$ cat src/sv/conductivity_median_ema_compensate_defines.svh
// Assertion macros for the conductivity front end.
// Included by files that carry concurrent assertions; needs no other file.
`ifndef CONDUCTIVITY_MEDIAN_EMA_COMPENSATE_DEFINES_SVH
`define CONDUCTIVITY_MEDIAN_EMA_COMPENSATE_DEFINES_SVH
`ifndef ASSERT_OFF
// Check a property on every rising clock edge outside reset.
`define CMEC_ASSERT(lbl, clk, rstn, prop, msg) \
  lbl: assert property (@(posedge clk) disable iff (!rstn) prop) else $error(msg);
// Check a property on every rising clock edge, reset included.
`define CMEC_ASSERT_ALWAYS(lbl, clk, prop, msg) \
  lbl: assert property (@(posedge clk) prop) else $error(msg);
`else
`define CMEC_ASSERT(lbl, clk, rstn, prop, msg)
`define CMEC_ASSERT_ALWAYS(lbl, clk, prop, msg)
`endif
`endif

$ cat src/sv/cmec_pkg.sv
// Shared types and constants of the conductivity front end.
// Used by the interfaces, the serial arithmetic unit and the top level.
package cmec_pkg;

  // Configuration register indexes
  typedef enum logic [1:0] {
    CFG_EMA_WEIGHT,
    CFG_CELL_CONSTANT,
    CFG_TEMP_COEFF,
    CFG_TDS_FACTOR
  } cfg_idx_e;

  localparam int unsigned CFG_DATA_W = 20;

  // Item opcodes
  localparam logic OP_SAMPLE = 1'b0;
  localparam logic OP_REPORT = 1'b1;

  typedef struct packed {
    logic               op;
    logic [9:0]         raw_sample;
    logic [12:0]        supply_mv;
    logic signed [15:0] temperature;
  } in_beat_t;

  typedef struct packed {
    logic [17:0] ec_raw_us;
    logic [19:0] ec25_us;
    logic [19:0] tds_ppm;
  } out_beat_t;

  // Request to and response from the serial multiply / divide unit
  typedef struct packed {
    logic        start;
    logic        is_div;
    logic [63:0] a;
    logic [31:0] b;
  } arith_req_t;

  typedef struct packed {
    logic        done;
    logic [63:0] result;
  } arith_rsp_t;

endpackage

$ cat src/sv/cmec_stream_if.sv
// Valid/ready channels of the conductivity front end.
// Depends on cmec_pkg for the beat types.
interface cmec_in_if;
  import cmec_pkg::*;
  logic     valid;
  logic     ready;
  in_beat_t data;
  modport source (output valid, output data, input ready);
  modport sink   (input valid, input data, output ready);
endinterface

interface cmec_out_if;
  import cmec_pkg::*;
  logic      valid;
  logic      ready;
  out_beat_t data;
  modport source (output valid, output data, input ready);
  modport sink   (input valid, input data, output ready);
endinterface

$ cat src/sv/cmec_serial_alu.sv
// Shared serial arithmetic: shift-add multiply and restoring divide.
// Depends on cmec_pkg for the request and response structs.
module cmec_serial_alu (
  input  logic                 clk_i,
  input  logic                 rst_ni,
  input  cmec_pkg::arith_req_t req_i,
  output cmec_pkg::arith_rsp_t rsp_o
);
  import cmec_pkg::*;

  localparam int unsigned DIV_STEPS = 64;

  logic        busy_q, busy_d;
  logic        div_q, div_d;
  logic        done_q, done_d;
  logic [5:0]  cnt_q, cnt_d;
  logic [63:0] acc_q, acc_d;
  logic [63:0] sh_q, sh_d;
  logic [31:0] dv_q, dv_d;

  logic [32:0] rem_ext;
  logic [32:0] rem_sub;
  logic        ge;

  // Trial subtract for one quotient bit
  assign rem_ext = {acc_q[31:0], sh_q[63]};
  assign rem_sub = rem_ext - {1'b0, dv_q};
  assign ge      = (rem_ext >= {1'b0, dv_q});

  // Advance one multiplier bit or one quotient bit per cycle while busy
  always_comb begin
    busy_d = busy_q;
    div_d  = div_q;
    done_d = 1'b0;
    cnt_d  = cnt_q;
    acc_d  = acc_q;
    sh_d   = sh_q;
    dv_d   = dv_q;
    if (req_i.start) begin
      busy_d = 1'b1;
      div_d  = req_i.is_div;
      cnt_d  = '0;
      acc_d  = '0;
      sh_d   = req_i.a;
      dv_d   = req_i.b;
    end else if (busy_q) begin
      if (div_q) begin
        acc_d = {32'd0, ge ? rem_sub[31:0] : rem_ext[31:0]};
        sh_d  = {sh_q[62:0], ge};
        cnt_d = cnt_q + 6'd1;
        if (cnt_q == 6'(DIV_STEPS - 1)) begin
          busy_d = 1'b0;
          done_d = 1'b1;
        end
      end else if (dv_q == '0) begin
        busy_d = 1'b0;
        done_d = 1'b1;
      end else begin
        if (dv_q[0]) begin
          acc_d = acc_q + sh_q;
        end
        sh_d = {sh_q[62:0], 1'b0};
        dv_d = {1'b0, dv_q[31:1]};
      end
    end
  end

  // Hold control state
  always_ff @(posedge clk_i or negedge rst_ni) begin
    if (!rst_ni) begin
      busy_q <= 1'b0;
      done_q <= 1'b0;
    end else begin
      busy_q <= busy_d;
      done_q <= done_d;
    end
  end

  // Hold operands and partial results
  always_ff @(posedge clk_i) begin
    div_q <= div_d;
    cnt_q <= cnt_d;
    acc_q <= acc_d;
    sh_q  <= sh_d;
    dv_q  <= dv_d;
  end

  assign rsp_o.done   = done_q;
  assign rsp_o.result = div_q ? sh_q : acc_q;

endmodule

$ cat src/sv/conductivity_median_ema_compensate.sv
// Conductivity front end: median window, exponential average, compensation.
// Depends on cmec_pkg, cmec_stream_if, cmec_serial_alu and the defines header.
//
// Usage:
//   in_i carries items: op 0 stores a sample and updates the averaged
//   voltage, op 1 requests a report. out_o carries one result per report,
//   none per sample. The cfg_* port writes a register, and is to be used
//   only while the block is idle.
// Timing:
//   One item at a time; in_i.ready is high only while idle. For a sample,
//   the median walk compares every filled pair once through a two-port
//   ring read, then the shared serial unit runs one multiply, one 64-step
//   divide and, once the average has started, two multiplies of up to 20
//   steps each. For a report the serial unit runs seven multiplies of up
//   to 20 steps and three 64-step divides.
// Reset:
//   Registers take their default values, the window is empty and the
//   average is not started; no result is pending.
// Stall:
//   A result waits in the output register; the next item is accepted
//   meanwhile, and a new report holds before its result until it drains.
`include "conductivity_median_ema_compensate_defines.svh"

module conductivity_median_ema_compensate #(
  parameter int unsigned WINDOW = 8
) (
  input  logic                                clk_i,
  input  logic                                rst_ni,
  cmec_in_if.sink                             in_i,
  cmec_out_if.source                          out_o,
  input  logic                                cfg_we_i,
  input  cmec_pkg::cfg_idx_e                  cfg_idx_i,
  input  logic [cmec_pkg::CFG_DATA_W-1:0]     cfg_data_i
);
  import cmec_pkg::*;

  localparam int unsigned IW = (WINDOW > 1) ? $clog2(WINDOW) : 1;
  localparam int unsigned FW = $clog2(WINDOW + 1);

  localparam logic [31:0] VOLT_DIV   = 32'd2046000;
  localparam logic [63:0] VOLT_HALF  = 64'd1023000;
  localparam logic [63:0] ROUND_Q16  = 64'd32768;
  localparam logic [63:0] ROUND_Q8   = 64'd128;
  localparam logic [31:0] POLY_A     = 32'd13342;
  localparam logic [31:0] POLY_B     = 32'd25586;
  localparam logic [63:0] POLY_C_Q32 = 64'd85739 << 32;
  localparam logic [31:0] EC8_DIV    = 32'd1677721600;
  localparam logic [63:0] EC8_HALF   = 64'd838860800;
  localparam logic [63:0] COMP_ONE   = 64'd16777216;
  localparam logic [63:0] T25_Q8     = 64'd6400;
  localparam logic [31:0] TDS_DIV    = 32'd256000;
  localparam logic [63:0] TDS_HALF   = 64'd128000;
  localparam logic [17:0] EC_RAW_MAX = 18'h3FFFF;
  localparam logic [19:0] OUT20_MAX  = 20'hFFFFF;
  localparam logic [16:0] W_ONE      = 17'h10000;

  typedef enum logic [4:0] {
    ST_IDLE,
    ST_MED,
    ST_MED_END,
    ST_S_PROD,
    ST_S_DIV,
    ST_S_EMA_A,
    ST_S_EMA_B,
    ST_R_SQ,
    ST_R_QUAD,
    ST_R_LIN,
    ST_R_POLY,
    ST_R_CELL,
    ST_R_EC8,
    ST_R_COMP,
    ST_R_EC25,
    ST_R_TDSM,
    ST_R_TDSD,
    ST_R_OUT
  } state_e;

  function automatic logic [17:0] sat18(logic [63:0] v);
    return (v > {46'd0, EC_RAW_MAX}) ? EC_RAW_MAX : v[17:0];
  endfunction

  function automatic logic [19:0] sat20(logic [63:0] v);
    return (v > {44'd0, OUT20_MAX}) ? OUT20_MAX : v[19:0];
  endfunction

  // Control state
  state_e         state_q, state_d;
  logic           launched_q, launched_d;
  logic [IW-1:0]  i_q, i_d, j_q, j_d;
  logic [IW-1:0]  rank_q, rank_d;
  logic [IW-1:0]  slot_q, slot_d;
  logic [FW-1:0]  fill_q, fill_d;
  logic           started_q, started_d;
  logic [19:0]    filt_q, filt_d;
  logic           out_valid_q, out_valid_d;
  logic [15:0]    w_q, w_d;
  logic [19:0]    k_q, k_d;
  logic [13:0]    alpha_q, alpha_d;
  logic [9:0]     tds_q, tds_d;
  logic           p_v_q, p_v_d;

  // Datapath
  logic [9:0]     ring_q [WINDOW];
  logic [9:0]     rd_a_q, rd_b_q;
  logic [IW-1:0]  p_i_q, p_j_q;
  logic           p_last_q, p_last_d;
  logic [12:0]    mv_q, mv_d;
  logic [15:0]    t_q, t_d;
  logic [9:0]     lo_q, lo_d, hi_q, hi_d;
  logic [63:0]    x_q, x_d;
  logic [63:0]    y_q, y_d;
  logic [31:0]    comp_q, comp_d;
  logic [17:0]    er_q, er_d;
  logic [19:0]    e25_q, e25_d;
  logic [19:0]    tdso_q, tdso_d;
  out_beat_t      out_data_q, out_data_d;

  arith_req_t     req;
  arith_rsp_t     rsp;

  logic           in_acc, out_acc, ring_we;
  logic [IW-1:0]  n_last, lo_tgt, hi_tgt, rank_inc;
  logic           lt;
  logic [10:0]    m2;
  logic [63:0]    comp_sum;
  logic [31:0]    comp_new;
  logic           calc_st;

  assign in_i.ready = (state_q == ST_IDLE);
  assign in_acc     = in_i.valid && in_i.ready;
  assign out_acc    = out_o.valid && out_o.ready;
  assign ring_we    = in_acc && (in_i.data.op == OP_SAMPLE);
  assign out_o.valid = out_valid_q;
  assign out_o.data  = out_data_q;

  // Median ranking of one candidate against one other entry
  assign n_last   = IW'(fill_q - FW'(1));
  assign lo_tgt   = IW'((fill_q - FW'(1)) >> 1);
  assign hi_tgt   = IW'(fill_q >> 1);
  assign lt       = (rd_b_q < rd_a_q) || ((rd_b_q == rd_a_q) && (p_j_q < p_i_q));
  assign rank_inc = rank_q + IW'(lt);
  assign m2       = {1'b0, lo_q} + {1'b0, hi_q};

  // Positive compensation factor, else one
  assign comp_sum = COMP_ONE + rsp.result;
  assign comp_new = (comp_sum[63] || comp_sum == '0) ? COMP_ONE[31:0] : comp_sum[31:0];

  assign calc_st = !((state_q == ST_IDLE) || (state_q == ST_MED) ||
                     (state_q == ST_MED_END) || (state_q == ST_R_OUT));

  // Drive the serial unit from the current step
  always_comb begin
    req.start  = calc_st && !launched_q;
    req.is_div = 1'b0;
    req.a      = x_q;
    req.b      = '0;
    case (state_q)
      ST_S_PROD: begin
        req.a = {53'd0, m2};
        req.b = {19'd0, mv_q};
      end
      ST_S_DIV: begin
        req.is_div = 1'b1;
        req.b      = VOLT_DIV;
      end
      ST_S_EMA_A: begin
        req.a = {44'd0, x_q[19:0]};
        req.b = {16'd0, w_q};
      end
      ST_S_EMA_B: begin
        req.a = {44'd0, filt_q};
        req.b = {15'd0, W_ONE - {1'b0, w_q}};
      end
      ST_R_SQ: begin
        req.a = {44'd0, filt_q};
        req.b = {12'd0, filt_q};
      end
      ST_R_QUAD: req.b = POLY_A;
      ST_R_LIN: begin
        req.a = {44'd0, filt_q};
        req.b = POLY_B;
      end
      ST_R_POLY: req.b = {12'd0, filt_q};
      ST_R_CELL: req.b = {12'd0, k_q};
      ST_R_EC8: begin
        req.is_div = 1'b1;
        req.b      = EC8_DIV;
      end
      ST_R_COMP: begin
        req.a = {{48{t_q[15]}}, t_q} - T25_Q8;
        req.b = {18'd0, alpha_q};
      end
      ST_R_EC25: begin
        req.is_div = 1'b1;
        req.b      = comp_q;
      end
      ST_R_TDSM: req.b = {22'd0, tds_q};
      ST_R_TDSD: begin
        req.is_div = 1'b1;
        req.b      = TDS_DIV;
      end
      default: req.start = 1'b0;
    endcase
  end

  // Sequence the items
  always_comb begin
    state_d     = state_q;
    launched_d  = launched_q;
    i_d         = i_q;
    j_d         = j_q;
    rank_d      = rank_q;
    slot_d      = slot_q;
    fill_d      = fill_q;
    started_d   = started_q;
    filt_d      = filt_q;
    out_valid_d = out_valid_q;
    w_d         = w_q;
    k_d         = k_q;
    alpha_d     = alpha_q;
    tds_d       = tds_q;
    p_v_d       = (state_q == ST_MED);
    p_last_d    = (j_q == n_last);
    mv_d        = mv_q;
    t_d         = t_q;
    lo_d        = lo_q;
    hi_d        = hi_q;
    x_d         = x_q;
    y_d         = y_q;
    comp_d      = comp_q;
    er_d        = er_q;
    e25_d       = e25_q;
    tdso_d      = tdso_q;
    out_data_d  = out_data_q;

    // Configuration writes
    if (cfg_we_i) begin
      case (cfg_idx_i)
        CFG_EMA_WEIGHT:    w_d     = cfg_data_i[15:0];
        CFG_CELL_CONSTANT: k_d     = cfg_data_i[19:0];
        CFG_TEMP_COEFF:    alpha_d = cfg_data_i[13:0];
        CFG_TDS_FACTOR:    tds_d   = cfg_data_i[9:0];
        default: ;
      endcase
    end

    // Drop a delivered result
    if (out_acc) begin
      out_valid_d = 1'b0;
    end

    if (req.start) begin
      launched_d = 1'b1;
    end
    if (rsp.done) begin
      launched_d = 1'b0;
    end

    // Accumulate the rank of the candidate entry
    if (p_v_q) begin
      if (p_last_q) begin
        if (rank_inc == lo_tgt) lo_d = rd_a_q;
        if (rank_inc == hi_tgt) hi_d = rd_a_q;
        rank_d = '0;
      end else begin
        rank_d = rank_inc;
      end
    end

    case (state_q)
      ST_IDLE: begin
        if (in_acc) begin
          if (in_i.data.op == OP_SAMPLE) begin
            slot_d = (slot_q == IW'(WINDOW - 1)) ? '0 : slot_q + IW'(1);
            if (fill_q != FW'(WINDOW)) fill_d = fill_q + FW'(1);
            mv_d    = in_i.data.supply_mv;
            i_d     = '0;
            j_d     = '0;
            rank_d  = '0;
            state_d = ST_MED;
          end else begin
            t_d     = in_i.data.temperature;
            state_d = ST_R_SQ;
          end
        end
      end
      ST_MED: begin
        if (j_q == n_last) begin
          j_d = '0;
          if (i_q == n_last) state_d = ST_MED_END;
          else               i_d = i_q + IW'(1);
        end else begin
          j_d = j_q + IW'(1);
        end
      end
      ST_MED_END: state_d = ST_S_PROD;
      ST_S_PROD: if (rsp.done) begin
        x_d     = (rsp.result << 16) + VOLT_HALF;
        state_d = ST_S_DIV;
      end
      ST_S_DIV: if (rsp.done) begin
        x_d = rsp.result;
        if (!started_q) begin
          started_d = 1'b1;
          filt_d    = rsp.result[19:0];
          state_d   = ST_IDLE;
        end else begin
          state_d = ST_S_EMA_A;
        end
      end
      ST_S_EMA_A: if (rsp.done) begin
        x_d     = rsp.result;
        state_d = ST_S_EMA_B;
      end
      ST_S_EMA_B: if (rsp.done) begin
        filt_d  = 20'((x_q + rsp.result + ROUND_Q16) >> 16);
        state_d = ST_IDLE;
      end
      ST_R_SQ: if (rsp.done) begin
        x_d     = rsp.result;
        state_d = ST_R_QUAD;
      end
      ST_R_QUAD: if (rsp.done) begin
        x_d     = rsp.result + POLY_C_Q32;
        state_d = ST_R_LIN;
      end
      ST_R_LIN: if (rsp.done) begin
        x_d     = (x_q - (rsp.result << 16) + ROUND_Q16) >> 16;
        state_d = ST_R_POLY;
      end
      ST_R_POLY: if (rsp.done) begin
        x_d     = (rsp.result + ROUND_Q16) >> 16;
        state_d = ST_R_CELL;
      end
      ST_R_CELL: if (rsp.done) begin
        x_d     = rsp.result + EC8_HALF;
        state_d = ST_R_EC8;
      end
      ST_R_EC8: if (rsp.done) begin
        y_d     = rsp.result;
        er_d    = sat18((rsp.result + ROUND_Q8) >> 8);
        state_d = ST_R_COMP;
      end
      ST_R_COMP: if (rsp.done) begin
        comp_d  = comp_new;
        x_d     = (y_q << 24) + {33'd0, comp_new[31:1]};
        state_d = ST_R_EC25;
      end
      ST_R_EC25: if (rsp.done) begin
        x_d     = rsp.result;
        e25_d   = sat20((rsp.result + ROUND_Q8) >> 8);
        state_d = ST_R_TDSM;
      end
      ST_R_TDSM: if (rsp.done) begin
        x_d     = rsp.result + TDS_HALF;
        state_d = ST_R_TDSD;
      end
      ST_R_TDSD: if (rsp.done) begin
        tdso_d  = sat20(rsp.result);
        state_d = ST_R_OUT;
      end
      ST_R_OUT: begin
        if (!out_valid_q || out_o.ready) begin
          out_valid_d          = 1'b1;
          out_data_d.ec_raw_us = er_q;
          out_data_d.ec25_us   = e25_q;
          out_data_d.tds_ppm   = tdso_q;
          state_d              = ST_IDLE;
        end
      end
      default: state_d = ST_IDLE;
    endcase
  end

  // Hold state and registered outputs
  always_ff @(posedge clk_i or negedge rst_ni) begin
    if (!rst_ni) begin
      state_q     <= ST_IDLE;
      launched_q  <= 1'b0;
      i_q         <= '0;
      j_q         <= '0;
      rank_q      <= '0;
      slot_q      <= '0;
      fill_q      <= '0;
      started_q   <= 1'b0;
      filt_q      <= '0;
      out_valid_q <= 1'b0;
      w_q         <= 16'd19661;
      k_q         <= 20'd65536;
      alpha_q     <= 14'd1311;
      tds_q       <= 10'd500;
      p_v_q       <= 1'b0;
    end else begin
      state_q     <= state_d;
      launched_q  <= launched_d;
      i_q         <= i_d;
      j_q         <= j_d;
      rank_q      <= rank_d;
      slot_q      <= slot_d;
      fill_q      <= fill_d;
      started_q   <= started_d;
      filt_q      <= filt_d;
      out_valid_q <= out_valid_d;
      w_q         <= w_d;
      k_q         <= k_d;
      alpha_q     <= alpha_d;
      tds_q       <= tds_d;
      p_v_q       <= p_v_d;
    end
  end

  // Sample ring: one write port, two registered read ports
  always_ff @(posedge clk_i) begin
    if (ring_we) begin
      ring_q[slot_q] <= in_i.data.raw_sample;
    end
    rd_a_q <= ring_q[i_q];
    rd_b_q <= ring_q[j_q];
  end

  // Hold datapath values
  always_ff @(posedge clk_i) begin
    p_i_q      <= i_q;
    p_j_q      <= j_q;
    p_last_q   <= p_last_d;
    mv_q       <= mv_d;
    t_q        <= t_d;
    lo_q       <= lo_d;
    hi_q       <= hi_d;
    x_q        <= x_d;
    y_q        <= y_d;
    comp_q     <= comp_d;
    er_q       <= er_d;
    e25_q      <= e25_d;
    tdso_q     <= tdso_d;
    out_data_q <= out_data_d;
  end

  cmec_serial_alu u_alu (
    .clk_i  (clk_i),
    .rst_ni (rst_ni),
    .req_i  (req),
    .rsp_o  (rsp)
  );

  // Checks
  `CMEC_ASSERT(a_done_launched, clk_i, rst_ni, rsp.done |-> launched_q, "unit finished unrequested")
  `CMEC_ASSERT(a_acc_leaves_idle, clk_i, rst_ni, in_acc |=> (state_q != ST_IDLE), "accept kept idle")
  `CMEC_ASSERT(a_out_from_report, clk_i, rst_ni, $rose(out_valid_q) |-> $past(state_q == ST_R_OUT), "result without report")
  `CMEC_ASSERT_ALWAYS(a_fill_bound, clk_i, fill_q <= FW'(WINDOW), "fill count beyond window")

endmodule
$ cat src/flat_wrapper.sv
// flat-port wrapper written by rule: the top's interface ports become plain ports
module conductivity_median_ema_compensate_flat import cmec_pkg::*;
#(
  parameter int unsigned WINDOW = 8
)
  (clk_i, rst_ni, cfg_we_i, cfg_idx_i, cfg_data_i, in_i_valid, in_i_data, in_i_ready, out_o_valid, out_o_data, out_o_ready);
  cmec_in_if in_i_i ();
  cmec_out_if out_o_i ();
  input  logic clk_i;
  input  logic rst_ni;
  input  logic cfg_we_i;
  input  cmec_pkg::cfg_idx_e cfg_idx_i;
  input  logic [cmec_pkg::CFG_DATA_W-1:0] cfg_data_i;
  input wire logic [$bits(in_i_i.valid)-1:0] in_i_valid;
  input wire logic [$bits(in_i_i.data)-1:0] in_i_data;
  output wire logic [$bits(in_i_i.ready)-1:0] in_i_ready;
  output wire logic [$bits(out_o_i.valid)-1:0] out_o_valid;
  output wire logic [$bits(out_o_i.data)-1:0] out_o_data;
  input wire logic [$bits(out_o_i.ready)-1:0] out_o_ready;
  assign in_i_i.valid = in_i_valid;
  assign in_i_i.data = in_i_data;
  assign in_i_ready = in_i_i.ready;
  assign out_o_valid = out_o_i.valid;
  assign out_o_data = out_o_i.data;
  assign out_o_i.ready = out_o_ready;
  conductivity_median_ema_compensate #(.WINDOW(WINDOW)) u_core (.clk_i(clk_i), .rst_ni(rst_ni), .in_i(in_i_i), .out_o(out_o_i), .cfg_we_i(cfg_we_i), .cfg_idx_i(cfg_idx_i), .cfg_data_i(cfg_data_i));
endmodule
$ cat config.mk
export PLATFORM = sky130hd
export DESIGN_NAME = conductivity_median_ema_compensate_flat
export DESIGN_NICKNAME = d
export VERILOG_FILES = /design/src/sv/cmec_pkg.sv /design/src/sv/cmec_stream_if.sv /design/src/sv/cmec_serial_alu.sv /design/src/sv/conductivity_median_ema_compensate.sv /design/src/flat_wrapper.sv
export VERILOG_INCLUDE_DIRS = /design/src /design/src/sv
export SDC_FILE = /design/constraint.sdc
export NUM_CORES = 2
export LEC_CHECK = 0
export BUFFER_PORTS_ARGS = -buffer_cell sky130_fd_sc_hd__buf_2
export CAP_MARGIN = 5
export CORE_MARGIN = 5
export CORE_UTILIZATION = 55
export DETAILED_ROUTE_END_ITERATION = 8
export PLACE_DENSITY_LB_ADDON = 0.08
export SYNTH_ARGS = -nofsm -noshare
export SYNTH_HDL_FRONTEND = slang
export SYNTH_SLANG_ARGS = --single-unit
$ cat constraint.sdc
create_clock -name clk_i -period 9.13 [get_ports clk_i]
set_clock_uncertainty 0.1 [all_clocks]
set_input_delay 1.3695 -clock clk_i [delete_from_list [all_inputs] [get_ports clk_i]]
set_output_delay 1.3695 -clock clk_i [all_outputs]
set_load 0.02 [all_outputs]
After elaboration in Yosys (flattened, before gate mapping)
Memories as Yosys holds them, arrays and structs flattened. A register that Yosys moved wholly into a read port is not among the register bits.
Index checks and enable logic that the tools add are counted.
{ "classes": {"addsub": 24, "n_lt_le_gt_ge": 6, "eq_ne": 54, "mux": 82, "bitwise_logic": 1, "reduce_logical": 53} }
{ "ops": {"columns": ["operator", "count"], "rows": [
  ["2-to-1 mux 64 bit", 16],
  ["case mux 64 bit (8 select lines)", 1],
  ["case mux 32 bit (13 select lines)", 1],
  ["case mux 64 bit (4 select lines)", 1],
  ["2-to-1 mux 32 bit", 6],
  ["adder 64 x 16 -> 64 bit (second input constant)", 2],
  ["2-to-1 mux 5 bit", 18],
  ["case mux 5 bit (18 select lines)", 1],
  ["adder 25 x 64 -> 64 bit (first input constant)", 1],
  ["adder 64 x 17 -> 64 bit (second input constant)", 1],
  ["adder 64 x 20 -> 64 bit (second input constant)", 1],
  ["adder 64 x 30 -> 64 bit (second input constant)", 1],
  ["adder 64 x 31 -> 64 bit", 1],
  ["adder 64 x 49 -> 64 bit (second input constant)", 1],
  ["adder 64 bit", 1],
  ["adder 64 x 8 -> 64 bit (second input constant)", 1],
  ["greater-than comparator 64 x 20 -> 1 bit (second input constant)", 1],
  ["logical NOT 64 bit", 1],
  ["subtractor 64 bit", 1],
  ["2-to-1 mux 20 bit", 3],
  ["greater-than comparator 56 x 18 -> 1 bit (second input constant)", 1],
  ["greater-than comparator 56 x 20 -> 1 bit (second input constant)", 1],
  ["inequality test 2 bit (second input constant)", 22],
  ["equality test 5 x 4 -> 1 bit (second input constant)", 8],
  ["other kinds (50)", 128]
]} }
{ "totals": {"regBits": 582, "ramBits": 80, "in_bits": 67, "word_cells": 260, "mem_count": 1} }
{ "mem_list": {"columns": ["memory", "depth", "word_bits", "read_ports", "rd_ports_with_merged_regs", "write_ports", "line_no", "rtl"], "rows": [
  ["u_core.ring_q", 8, 10, 2, 2, 1, "conductivity_median_ema_compensate.sv:103", "logic [9:0] ring_q [WINDOW];"]
]} }

Longest topological paths before layout
{ "depth": {"ltp_word": 9, "mapped_depth": 36, "ltp_nobuf": 27} }

Modules after synthesis
From an unflattened synthesis, not the netlist that was laid out.
{ "hier_totals": {"hier_cells": 5127, "area_unflattened_um2": 49022.0} }
{ "modules_own_cells": {"columns": ["module", "instances", "cells_each", "area_each_um2", "seq_area_each_um2"], "rows": [
  ["conductivity_median_ema_compensate", 1, 3667, 35660.5, 14636.5],
  ["cmec_serial_alu", 1, 1460, 13361.6, 4364.2]
]} }

Least setup slack after synthesis
Ideal clock, no wire load.
{ "synth_timing": {"kind": "register to register", "startpoint": "register u_core.u_alu.div_q", "endpoint": "register u_core.u_alu.sh_q[0] (enable)", "setup_ns": 0.574, "t_arrival_ns": 6.932, "slack_ns": 1.524, "stages_incl_launch_ff": 13, "n_path_buf": 10, "synth_period_minus_slack_ns": 7.606, "cell_sequence": "edfxtp_1 -> buf_6 -> buf_6 -> buf_4 -> buf_4 -> buf_4 -> buf_4 -> buf_4 -> buf_2 -> buf_1 -> clkbuf_1 -> nor3_1 -> o21ai_0"} }
{ "synth_between": {"elab_chain_cells": 2} }
{ "synth_rtl": {"columns": ["item", "line_no", "rtl"], "rows": [
  ["start, declared", "cmec_serial_alu.sv:14", "logic div_q, div_d;"],
  ["start signal, assigned", "cmec_serial_alu.sv:81", "div_q <= div_d;"],
  ["inequality test 3 x 2 -> 1 bit (no source line)", null, null],
  ["AND reduction 2 bit (no source line)", null, null],
  ["end signal, assigned", "cmec_serial_alu.sv:84", "sh_q <= sh_d;"],
  ["end, declared", "cmec_serial_alu.sv:18", "logic [63:0] sh_q, sh_d;"]
]} }
Every way passes these cells.
A chain may end at the register's enable or synchronous reset.

==> reports/metrics.yaml <==
cts_inserted_buffers: 78
placed_area_um2: 50700
post_cts_resized: 0
worstSetupPathType: "flip-flop to flip-flop"
cts_htree_levels: 3
max_cap_violations: 1
grt-busiest-layer: "met2"
synth_top_cell_area_share_pct: 29.6
grtUsageMet1_pct: 53.9
maxSlewViolCount: 0
start_kind: "flip-flop"
core_area_um2: 87200
synth_flop_cell: "edfxtp_1"
initial_utilization_pct: 55.6
hold_viol: 0
layout_common_cells: "nand2_1, edfxtp_1, a21oi_1"
hp-class: "flip-flop to flip-flop"
track_usage_pct: 44.3
p_seq_share_pct: 24.4
fmax_mhz: 121
avgSynthCellArea_um2: 9.46
fin_area_um2: 53300
power.ir.vdd_worst_v: 0.000266
ys_async_sr_fraction_pct: 15.7
required_ns: 9.54
syn-num-nets: 5516
synth-edff-count: 478
die_area_um2: 94100
final-seq-area_um2: 19000
antenna_found_initial: 10
grt_pass1_wl_mm: 306
insertion_delay_ns: 0.68
multi_input_area_um2: 27800
setup_viol: 0
fillers: 7457
portBuffers: 126
vias: 45500
worst_pin_slew_ns: 1.46
final_antenna_net_count: 0
critPathArrivalTime_ns: 8.70
avgRoutedWirePerCell_um: 33.5
p_int_w: 0.0102
grt_remaining_overflow: 0
synth-seq-cells: 682
gp_congestion: 1.08
rows: 108
wl_mm: 216
tns_ns: 0
post_cts_buffers: 0
drc: 5
grt_max_degree: 90
viasPerCell: 7.06
critPathCaptureType: "flip-flop"
grt_pass1_vias: 43400
grt_use_met2_pct: 68.7
final_common_cell: "nand2_1"
drtPass1Iterations: 9
maxSlewHeadroom_pct: 1.42
synth_top_cell_by_area: "edfxtp_1"
p_leak_nw: 20.5
status: "finished with violations"
power_density_nw_per_um2: 384
holdBufCountCts: 0
path_max_fanout: 10
violations: "design-rule violations, max-capacitance violations"
post_synth_num_cell_types: 111
ios: 127
fin_crit_ns: 8.29
p_switching_w: 0.0103
drtIter0Drc: 6929
rsz0062_at_grt: "false"
drive_above_1_share_pct: 12.5
cts_tree: "built"
clk_path_buf_depth: 3
clkTransAtPathRegs_ns: 0.07
synth.area.top_cells: "edfxtp_1, ha_1, xnor2_1"
swShare_pct: 50.4
dp_hpwl_mm: 163
yosysWarningCount: 0
die_x_um: 307
clkPwrFrac_pct: 15.4
die_h_um: 307
area_delta_synth_final_pct: 10.0
netlist_area_um2: 48400
combinationalPowerShare_pct: 60.2
post-route-period-util_pct: 90.8
nets: 5611
seq_area_frac_synth_pct: 39.2
clock_sinks: 682
cts-root-buf: "clkbuf_16"
grtUsageMet3_pct: 8.76
syn_inst: 5119
-- synth_stat cells, types with 97 or more instances --
| library cell | number |
|---|---|
| xnor2_1 | 293 |
| a21oi_1 | 426 |
| xor2_1 | 103 |
| ha_1 | 326 |
| clkbuf_1 | 207 |
| nand3_1 | 144 |
| nand2_1 | 520 |
| nor2_1 | 334 |
| inv_1 | 178 |
| o21ai_0 | 360 |
| nor3_1 | 121 |
| a21o_1 | 104 |
| edfxtp_1 | 478 |
| dfxtp_1 | 97 |
-- power groups by stage --
stage               sequential (W)  clock, W  combinational, W
finish                     0.00500   0.00316            0.0123
global route               0.00501   0.00330            0.0129
CTS                        0.00495   0.00317            0.0118
detailed placement         0.00501         0            0.0117
global placement           0.00499         0            0.0116
floorplan                  0.00454         0           0.00784
-- critical path: stages (launching register included) --
cell and delay (ns):
edfxtp_1 0.46, mux2i_1 0.19, inv_1 0.42, ha_1 0.40, o221ai_1 0.39, nand4b_1 0.31
buf_4 0.18, or2_2 0.39, nor3_1 0.37, xnor2_1 0.11, nor4_1 0.47, and4_1 0.35
a21o_1 0.46, nor2_1 0.13, ha_1 0.22, inv_1 0.07, fa_1 0.20, nor2b_1 0.06
o21ai_0 0.21, a21boi_0 0.17, o21ai_0 0.27, a21boi_0 0.24, o211ai_1 0.80, nor3_1 0.24
xnor2_1 0.65, a21oi_1 0.15, o221ai_1 0.12
-- sequential cells by signal, summed over array words and instances, names as in the netlist, 32 cells and up --
| name | flops |
|---|---|
| u_core.u_alu.dv_q | 32 |
| u_core.ring_q | 80 |
| u_core.y_q | 40 |
| u_core.comp_q | 32 |
| u_core.u_alu.acc_q | 64 |
| u_core.u_alu.sh_q | 64 |
| u_core.x_q | 64 |
| u_core.out_o.data | 58 |
-- cell type report --
cell class	count	share of cell area, %
antenna	6	0.0282
clock buffer	103	3.97
clock inverter	41	0.791
inverter	192	1.35
multi-input combinational	3984	52.2
sequential	682	35.6
tap	1155	2.71
timing repair buffer	276	3.32
-- final timing paths --
path | end | cells after the start | slack (ns) | from
worst max-delay path | u_core.x_q[54] | 26 | 0.84 | u_core.u_alu.div_q
worst min-delay path | u_core.out_o.data[2] | 0 | 0.31 | u_core.tdso_q[2]
worst max register to register | u_core.x_q[54] | 26 | 0.84 | u_core.u_alu.div_q
worst min register to register | u_core.out_o.data[2] | 0 | 0.31 | u_core.tdso_q[2]
max in group asynchronous | u_core.state_q[4] | 2 | 6.97 | rst_ni
min in group asynchronous | u_core.k_q[19] | 1 | 0.71 | rst_ni
-- layer usage --
layer | up-vias | routed length (um)
li1 | 19500 | -
met1 | 21800 | 76300
met2 | 3217 | 94500
met3 | 985 | 22000
met4 | 6 | 23100
met5 | - | 35
-- logic make-up after synthesis --
| kind of cell | count (synthesis) | share of synthesized area, % |
|---|---|---|
| AO/OA/AOI/OAI | 1490 | 19.9 |
| flip-flops | 682 | 39.2 |
| XOR/XNOR | 396 | 7.16 |
| adder cells (fa/ha/maj) | 330 | 8.59 |
| AND/OR/NAND/NOR | 1557 | 15.6 |
| buffers and inverters | 453 | 3.79 |
| multiplexers | 211 | 5.70 |
-- stage by stage --
step / utilization (%) / power [W] / hold slack, ns / cells / setup slack (ns)
after detailed placement: 58.2 / 0.0167 / 0.305 / 6289 / 1.13
after global placement: 58.2 / 0.0166 / 0.302 / 6289 / 1.22
final: 61.2 / 0.0205 / 0.311 / 6439 / 0.844
after CTS: 61.1 / 0.0199 / 0.312 / 6433 / 1.09
after floorplan: - / 0.0124 / 0.272 / 5119 / 1.52
after global routing: 61.1 / 0.0212 / 0.323 / 6434 / 0.589
(Power assumes the default switching activity.)
